`config.mk`:
```
export PLATFORM = sky130hd
export DESIGN_NAME = sync_length_checksum_frame_key_decoder_flat
export DESIGN_NICKNAME = d
export VERILOG_FILES = /design/src/hw/rtl/slcfk_pkg.sv /design/src/hw/rtl/slcfk_ifs.sv /design/src/hw/rtl/slcfk_parser.sv /design/src/hw/rtl/slcfk_key_decoder.sv /design/src/hw/rtl/sync_length_checksum_frame_key_decoder.sv /design/src/flat_wrapper.sv
export SDC_FILE = /design/constraint.sdc
export NUM_CORES = 1
export LEC_CHECK = 0
export ABC_AREA = 0
export BUFFER_PORTS_ARGS = -buffer_cell sky130_fd_sc_hd__buf_2
export CAP_MARGIN = 20
export CORE_MARGIN = 5
export CORE_UTILIZATION = 61
export DETAILED_ROUTE_END_ITERATION = 7
export PLACE_DENSITY = 0.9
export SLEW_MARGIN = 10
export SYNTH_ARGS = -nofsm -noshare
export SYNTH_HDL_FRONTEND = slang
export SYNTH_SLANG_ARGS = --single-unit
```
`constraint.sdc`:
```
create_clock -name i_clk -period 3.9 [get_ports i_clk]
set_clock_uncertainty 0.1 [all_clocks]
set_input_delay 0 -clock i_clk [delete_from_list [all_inputs] [get_ports i_clk]]
set_output_delay 0 -clock i_clk [all_outputs]
set_load 0.02 [all_outputs]
```
`src/hw/rtl/slcfk_pkg.sv`:
```
// Package for the sync/length/checksum frame key decoder.
// Holds the frame constants and the types shared by the parser and the key decoder.
// Depends on nothing.
package slcfk_pkg;

    // Frame layout constants.
    localparam int unsigned HEAD_DEPTH = 6;
    localparam logic [7:0] SYNC_FIRST  = 8'hFF;
    localparam logic [7:0] SYNC_SECOND = 8'h55;
    localparam logic [7:0] CMD_TAG     = 8'h05;

    // The first payload bytes of the most recent frames.
    typedef logic [HEAD_DEPTH-1:0][7:0] t_head;

    // Frame status for the byte that is being taken.
    typedef struct packed {
        logic frame_ok;   // checksum byte with a matching sum
        logic frame_bad;  // checksum byte with a wrong sum
        logic in_frame;   // parser past sync after this byte
    } t_frame_evt;

endpackage

```
`src/hw/rtl/slcfk_ifs.sv`:
```
// Valid/ready channel interfaces of the frame key decoder.
// One interface carries received bytes, the other carries results.
// Depends on nothing.

// Received byte channel.
interface slcfk_byte_if;
    logic       valid;
    logic       ready;
    logic [7:0] rx_byte;

    modport source (output valid, output rx_byte, input ready);
    modport sink (input valid, input rx_byte, output ready);
endinterface

// Result channel, one result for each received byte.
interface slcfk_res_if;
    logic valid;
    logic ready;
    logic key_pressed;
    logic frame_accepted;
    logic checksum_error;
    logic in_frame;

    modport source (output valid, output key_pressed, output frame_accepted,
                    output checksum_error, output in_frame, input ready);
    modport sink (input valid, input key_pressed, input frame_accepted,
                  input checksum_error, input in_frame, output ready);
endinterface

```
`src/hw/rtl/slcfk_parser.sv`:
```
// Frame parser: sync hunt, length, payload count, running sum and payload head store.
// Reports the frame status of each taken byte as a t_frame_evt.
// Depends on slcfk_pkg.
module slcfk_parser
    import slcfk_pkg::*;
(
    input  logic       i_clk,
    input  logic       i_rst_n,
    input  logic       i_take,
    input  logic [7:0] i_byte,
    output t_frame_evt o_evt,
    output t_head      o_head
);

    localparam logic [1:0] PH_SYNC1 = 2'd0;
    localparam logic [1:0] PH_SYNC2 = 2'd1;
    localparam logic [1:0] PH_LEN   = 2'd2;
    localparam logic [1:0] PH_BODY  = 2'd3;
    localparam logic [7:0] HEAD_END = 8'(HEAD_DEPTH);

    logic [1:0] r_phase, n_phase;
    logic [7:0] r_count, n_count;
    logic [7:0] r_len, n_len;
    logic [7:0] r_sum, n_sum;
    t_head      r_head, n_head;
    logic [7:0] limit;
    logic       ok, bad;

    assign limit = r_len - 8'd1;

    // Next state for the byte on the input.
    always_comb begin
        n_phase = r_phase;
        n_count = r_count;
        n_len   = r_len;
        n_sum   = r_sum;
        n_head  = r_head;
        ok      = 1'b0;
        bad     = 1'b0;
        unique case (r_phase)
            PH_SYNC1: begin
                if (i_byte == SYNC_FIRST) begin
                    n_phase = PH_SYNC2;
                end
            end
            PH_SYNC2: begin
                if (i_byte == SYNC_FIRST) begin
                    n_phase = PH_SYNC2;
                end else if (i_byte == SYNC_SECOND) begin
                    n_phase = PH_LEN;
                end else begin
                    n_phase = PH_SYNC1;
                end
            end
            PH_LEN: begin
                n_phase = PH_BODY;
                n_count = 8'd0;
                n_len   = i_byte;
                n_sum   = i_byte;
            end
            PH_BODY: begin
                if (r_count < limit) begin
                    // Payload byte: keep the first HEAD_DEPTH, sum all of them.
                    if (r_count < HEAD_END) begin
                        n_head[r_count[2:0]] = i_byte;
                    end
                    n_sum   = r_sum + i_byte;
                    n_count = r_count + 8'd1;
                end else begin
                    // Checksum byte ends the frame.
                    n_phase = PH_SYNC1;
                    ok      = (r_sum == i_byte);
                    bad     = (r_sum != i_byte);
                end
            end
            default: begin
                n_phase = PH_SYNC1;
            end
        endcase
    end

    assign o_evt.frame_ok  = ok;
    assign o_evt.frame_bad = bad;
    assign o_evt.in_frame  = n_phase[1];
    assign o_head          = r_head;

    // Parser state advances on each taken byte.
    always_ff @(posedge i_clk) begin
        if (!i_rst_n) begin
            r_phase <= PH_SYNC1;
            r_count <= 8'd0;
            r_len   <= 8'd0;
            r_sum   <= 8'd0;
            r_head  <= '0;
        end else if (i_take) begin
            r_phase <= n_phase;
            r_count <= n_count;
            r_len   <= n_len;
            r_sum   <= n_sum;
            r_head  <= n_head;
        end
    end

endmodule

```
`src/hw/rtl/slcfk_key_decoder.sv`:
```
// Key decoder: threshold register, ADC compare and the key flag.
// Uses the frame status and payload head from the parser.
// Depends on slcfk_pkg.
module slcfk_key_decoder
    import slcfk_pkg::*;
(
    input  logic        i_clk,
    input  logic        i_rst_n,
    input  logic        i_cfg_we,
    input  logic [15:0] i_cfg_data,
    input  logic        i_take,
    input  t_frame_evt  i_evt,
    input  t_head       i_head,
    output logic        o_key_next
);

    logic [15:0] r_thresh;
    logic        r_key, n_key;
    logic [15:0] left, right;
    logic        tagged_cmd;

    // Little-endian ADC values from the stored payload head.
    assign left       = {i_head[3], i_head[2]};
    assign right      = {i_head[5], i_head[4]};
    assign tagged_cmd = (i_head[0] == CMD_TAG) && (i_head[1] == CMD_TAG);

    // A good frame with the command tag decides the key flag.
    always_comb begin
        n_key = r_key;
        if (i_evt.frame_ok && tagged_cmd) begin
            n_key = (left < r_thresh) || (right < r_thresh);
        end
    end

    assign o_key_next = n_key;

    // Threshold register and key flag.
    always_ff @(posedge i_clk) begin
        if (!i_rst_n) begin
            r_thresh <= 16'd0;
            r_key    <= 1'b0;
        end else begin
            if (i_cfg_we) begin
                r_thresh <= i_cfg_data;
            end
            if (i_take) begin
                r_key <= n_key;
            end
        end
    end

endmodule

```
`src/hw/rtl/sync_length_checksum_frame_key_decoder.sv`:
```
// Top level of the sync/length/checksum frame key decoder.
// Instantiates slcfk_parser and slcfk_key_decoder; uses slcfk_pkg and slcfk_ifs.
//
//   Channel   Direction  Contents
//   i_rx      in         rx_byte, one received byte per request
//   o_res     out        key_pressed, frame_accepted, checksum_error, in_frame
//   i_cfg_*   in         press_threshold write, 16 bits
//
// One byte is taken per cycle while the output register can accept it; its result
// is registered there. The parser and key flag update in the cycle a byte is taken.
// A byte is taken whenever the output register is empty or being drained, so a
// stalled result stops new bytes only while it waits. Reset is synchronous and
// clears the parser state, payload head, key flag, threshold and valid flag.
module sync_length_checksum_frame_key_decoder
    import slcfk_pkg::*;
(
    input  logic         i_clk,
    input  logic         i_rst_n,
    input  logic         i_cfg_we,
    input  logic [15:0]  i_cfg_data,
    slcfk_byte_if.sink   i_rx,
    slcfk_res_if.source  o_res
);

    logic       take;
    t_frame_evt evt;
    t_head      head;
    logic       key_next;
    logic       r_valid;
    logic       r_key, r_ok, r_bad, r_in_frame;

    // Take a request when the result register is free or being emptied.
    assign i_rx.ready = !r_valid || o_res.ready;
    assign take       = i_rx.valid && i_rx.ready;

    slcfk_parser u_parser (
        .i_clk   (i_clk),
        .i_rst_n (i_rst_n),
        .i_take  (take),
        .i_byte  (i_rx.rx_byte),
        .o_evt   (evt),
        .o_head  (head)
    );

    slcfk_key_decoder u_key (
        .i_clk      (i_clk),
        .i_rst_n    (i_rst_n),
        .i_cfg_we   (i_cfg_we),
        .i_cfg_data (i_cfg_data),
        .i_take     (take),
        .i_evt      (evt),
        .i_head     (head),
        .o_key_next (key_next)
    );

    // Result valid flag.
    always_ff @(posedge i_clk) begin
        if (!i_rst_n) begin
            r_valid <= 1'b0;
        end else if (take) begin
            r_valid <= 1'b1;
        end else if (o_res.ready) begin
            r_valid <= 1'b0;
        end
    end

    // Result payload register.
    always_ff @(posedge i_clk) begin
        if (take) begin
            r_key      <= key_next;
            r_ok       <= evt.frame_ok;
            r_bad      <= evt.frame_bad;
            r_in_frame <= evt.in_frame;
        end
    end

    assign o_res.valid          = r_valid;
    assign o_res.key_pressed    = r_key;
    assign o_res.frame_accepted = r_ok;
    assign o_res.checksum_error = r_bad;
    assign o_res.in_frame       = r_in_frame;

endmodule
```
`src/flat_wrapper.sv`:
```
// flat-port wrapper written by rule: the top's interface ports become plain ports
module sync_length_checksum_frame_key_decoder_flat import slcfk_pkg::*;
  (i_clk, i_rst_n, i_cfg_we, i_cfg_data, i_rx_valid, i_rx_rx_byte, i_rx_ready, o_res_valid, o_res_key_pressed, o_res_frame_accepted, o_res_checksum_error, o_res_in_frame, o_res_ready);
  slcfk_byte_if i_rx_i ();
  slcfk_res_if o_res_i ();
  input  logic i_clk;
  input  logic i_rst_n;
  input  logic i_cfg_we;
  input  logic [15:0] i_cfg_data;
  input wire logic [$bits(i_rx_i.valid)-1:0] i_rx_valid;
  input wire logic [$bits(i_rx_i.rx_byte)-1:0] i_rx_rx_byte;
  output wire logic [$bits(i_rx_i.ready)-1:0] i_rx_ready;
  output wire logic [$bits(o_res_i.valid)-1:0] o_res_valid;
  output wire logic [$bits(o_res_i.key_pressed)-1:0] o_res_key_pressed;
  output wire logic [$bits(o_res_i.frame_accepted)-1:0] o_res_frame_accepted;
  output wire logic [$bits(o_res_i.checksum_error)-1:0] o_res_checksum_error;
  output wire logic [$bits(o_res_i.in_frame)-1:0] o_res_in_frame;
  input wire logic [$bits(o_res_i.ready)-1:0] o_res_ready;
  assign i_rx_i.valid = i_rx_valid;
  assign i_rx_i.rx_byte = i_rx_rx_byte;
  assign i_rx_ready = i_rx_i.ready;
  assign o_res_valid = o_res_i.valid;
  assign o_res_key_pressed = o_res_i.key_pressed;
  assign o_res_frame_accepted = o_res_i.frame_accepted;
  assign o_res_checksum_error = o_res_i.checksum_error;
  assign o_res_in_frame = o_res_i.in_frame;
  assign o_res_i.ready = o_res_ready;
  sync_length_checksum_frame_key_decoder u_core (.i_clk(i_clk), .i_rst_n(i_rst_n), .i_cfg_we(i_cfg_we), .i_cfg_data(i_cfg_data), .i_rx(i_rx_i), .o_res(o_res_i));
endmodule
```
==> impl_metrics.toml <==
[status]
status = "completed"

[run]
cap_violations = 0

[pwr]
p_per_area_nw_per_um2 = 313
ir_drop_mv = 0.240
p_leak_nw = 2.80

[finish]
fillerInstances = 591
num_antenna_cells = 0
multi_input_area_um2 = 2980
area_growth_pct = 12.4
drive_above_1_share_pct = 10.7
fin_nets = 689
final-seq-area_um2 = 1960

[synth]
netlist_instances = 568
avgSynthCellArea_um2 = 9.12
ys_seq_elements = 96
async_reset_ff_share_pct = 0
synthesis.nets = 644
synth_seq_area_share_pct = 37.9
synth_top_family_by_area = "simple AND/OR/NAND/NOR gates"
synth_area_um2 = 5180
yosys.area_share.adder_pct = 11.5
synthMuxAreaShare_pct = 13.6
synth_compound_area_share_pct = 9.88
synthXorXnorAreaFrac_pct = 2.20
synth-main-ff-cell = "dfxtp_1"
yosys.area.top_type_share_pct = 35.6
synth.top_cells.by_area = "dfxtp_1 (36%), mux2i_1 (13%), ha_1 (11%)"
yosysUniqueCellTypes = 57
synth_top_cells_by_count = "nor2_1 (94), dfxtp_1 (92), mux2i_1 (68)"
synth_edf_count = 4
synth-simple-area-share_pct = 20.3
yosysMostFrequentCell = "nor2_1"
ys_warn_count = 0
synth_top_area_cell = "dfxtp_1"

[cts]
cts_tree = "yes"
cts_max_path_buffers = 2
path_clk_slew_ns = 0.10
insertion_delay_ns = 0.37
htreeDepth = 3
clock-root-buffer = "clkbuf_8"
cts_made_buffers = 9
cts_setup_buffers = 0
cts_num_sinks = 96
cts_resized = 0

[hold_path]
min_from = "i_cfg_we"
hold_path_class = "in2reg"

[critical_path]
r2r-start = "u_core.u_parser.r_len[2]"
endpoint_kind = "register"
critPathKind = "reg2reg"
worstPathRequired_ns = 4.06
cp-start-kind = "register"
cp.arrival_ns = 3.78
critPathMaxFanout = 14
crit_start = "u_core.u_parser.r_len[2]"

[die]
die_w_um = 102
fp.dieH_um = 102
start_util_pct = 62.7
die-area_um2 = 10400
core_um2 = 8260
pin_count = 35
rows = 33

[timing]
rsz0062_at_grt = "no"
final.setup.tns_ns = 0
tightest_slew_ns = 0.672
slew_headroom_pct = 55.1
setup_ws_ns = 0.279
hold_viol = 0
final.min_clock_period_ns = 3.62
setup_viol = 0
fin_crit_sh_pct = 92.8
fmax_mhz = 276
slew_viol_final = 0

[route]
drcViolationCount = 0
wirelength_um = 11800
drtIter0Drc = 265
vias = 4270
postRouteAntennaNets = 0
route.detailed.wl_per_inst_um = 16.4
vias_per_cell = 5.91
drt_pre_antenna_iters = 5

[global_route]
grt_usage_pct = 23.8
grt_max_degree = 65
antenna_found_initial = 0
grt_pass1_vias = 4237
grt_pass1_wl_um = 19900
overflow = 0

[placement]
dp_slack_ns = 0.316
portBuffers = 34
post-dp-hpwl_um = 8170
place_congestion = 0.922
## area by class of cell
| cell class | instances | share of cell area, % |
|---|---|---|
| inverter | 26 | 1.68 |
| clock buffer | 9 | 2.13 |
| timing repair buffer | 64 | 7.95 |
| sequential | 96 | 33.7 |
| clock inverter | 6 | 1.18 |
| tap | 105 | 2.26 |
| multi-input combinational | 416 | 51.1 |
## per-layer routing
metal	up-vias	global-route usage, %	share of wire (%)
met5	-	0	0
met4	0	10.9	3.4
met3	41	5.19	4.8
met2	116	39.2	47
met1	2024	29.8	44
li1	2089	-	-
## final timing paths
path / to / slack (ns) / cells after the start
max: u_core.u_parser.r_count[7] / 0.28 / 10
min: u_core.u_key.r_thresh[5] / 0.07 / 3
max reg2reg: u_core.u_parser.r_count[7] / 0.28 / 10
min reg2reg: u_core.u_parser.o_head[2] / 0.40 / 2
## per-stage QoR
stage          instances  total power (W)  hold WS, ns  area (um^2)  util, %
3_3_place_gp         680          0.00115        0.134         5360     64.9
5_1_grt              722          0.00188       0.0884         5820     70.5
4_1_cts              722          0.00182       0.0664         5820     70.5
2_1_floorplan        568          0.00111       0.0295         5180        -
3_5_place_dp         680          0.00116        0.141         5360     64.9
6_report             722          0.00182       0.0721         5820     70.5
## layout by cell type (no fill, tap or decap), types with 2 or more instances in the layout
master	count
nor2_1	94
dfxtp_1	92
mux2i_1	68
ha_1	46
buf_2	34
a21oi_1	29
nand2_1	29
dlygate4sd3_1	27
inv_1	25
o21ai_0	18
nand3_1	12
nor3_1	12
nand4_1	12
clkbuf_8	9
nand2b_1	8
xnor2_1	8
or4_1	6
nor4b_1	5
xor2_1	5
and3_1	5
a21o_1	5
a211oi_1	5
nor2b_1	4
edfxtp_1	4
nor4_1	3
and2_1	3
a31oi_1	3
nand3_4	3
o21ai_1	3
buf_4	3
a2111oi_0	2
o21a_1	2
o31a_1	2
o211ai_1	2
nand4b_1	2
nand4_4	2
inv_6	2
## flip-flops by register name, indices dropped and copies added (netlist names)
| register | flops |
|---|---|
| u_core.u_parser.o_head | 48 |
| u_core.u_parser.r_count | 8 |
| u_core.o_res.frame_accepted | 1 |
| u_core.u_key.r_key | 1 |
| u_core.o_res.key_pressed | 1 |
| u_core.u_parser.r_len | 8 |
| u_core.u_parser.r_sum | 8 |
| u_core.o_res.valid | 1 |
| u_core.o_res.in_frame | 1 |
| u_core.u_key.r_thresh | 16 |
| u_core.u_parser.r_phase | 2 |
| u_core.o_res.checksum_error | 1 |
## cells by family (layout without fill, tap and decap cells)
| logic type | after synthesis | in the layout |
|---|---|---|
| AND/OR/NAND/NOR | 206 | 206 |
| adder cells (fa/ha/maj) | 47 | 47 |
| flip-flops | 96 | 96 |
| buffers and inverters | 56 | 105 |
| AO/OA/AOI/OAI | 80 | 80 |
| XOR/XNOR | 13 | 13 |
| multiplexers | 70 | 70 |
## power by group
group,internal [W],leakage [nW],switching [W]
logic,0.0000644,1.92,0.0000909
registers,0.000998,0.784,0.00000604
clock network,0.000298,0.0961,0.000365
total,0.00136,2.80,0.000462
## critical path, stage by stage (launching register included)
cell and delay [ns]:
dfxtp_1 0.36, or4_1 0.55, nor4_1 0.24, xnor2_1 0.16, ha_1 0.27, a21oi_1 0.15
o21ai_1 0.19, a22oi_4 0.43, nand2_2 0.16, or4_1 0.57, mux2_1 0.32
## repair_timing
item	in CTS	in global routing
hold buffers	27	0
hold endpoints to repair	67	0
endpoints found under the setup margin	0	0
Power figures use the tool's default switching activity.
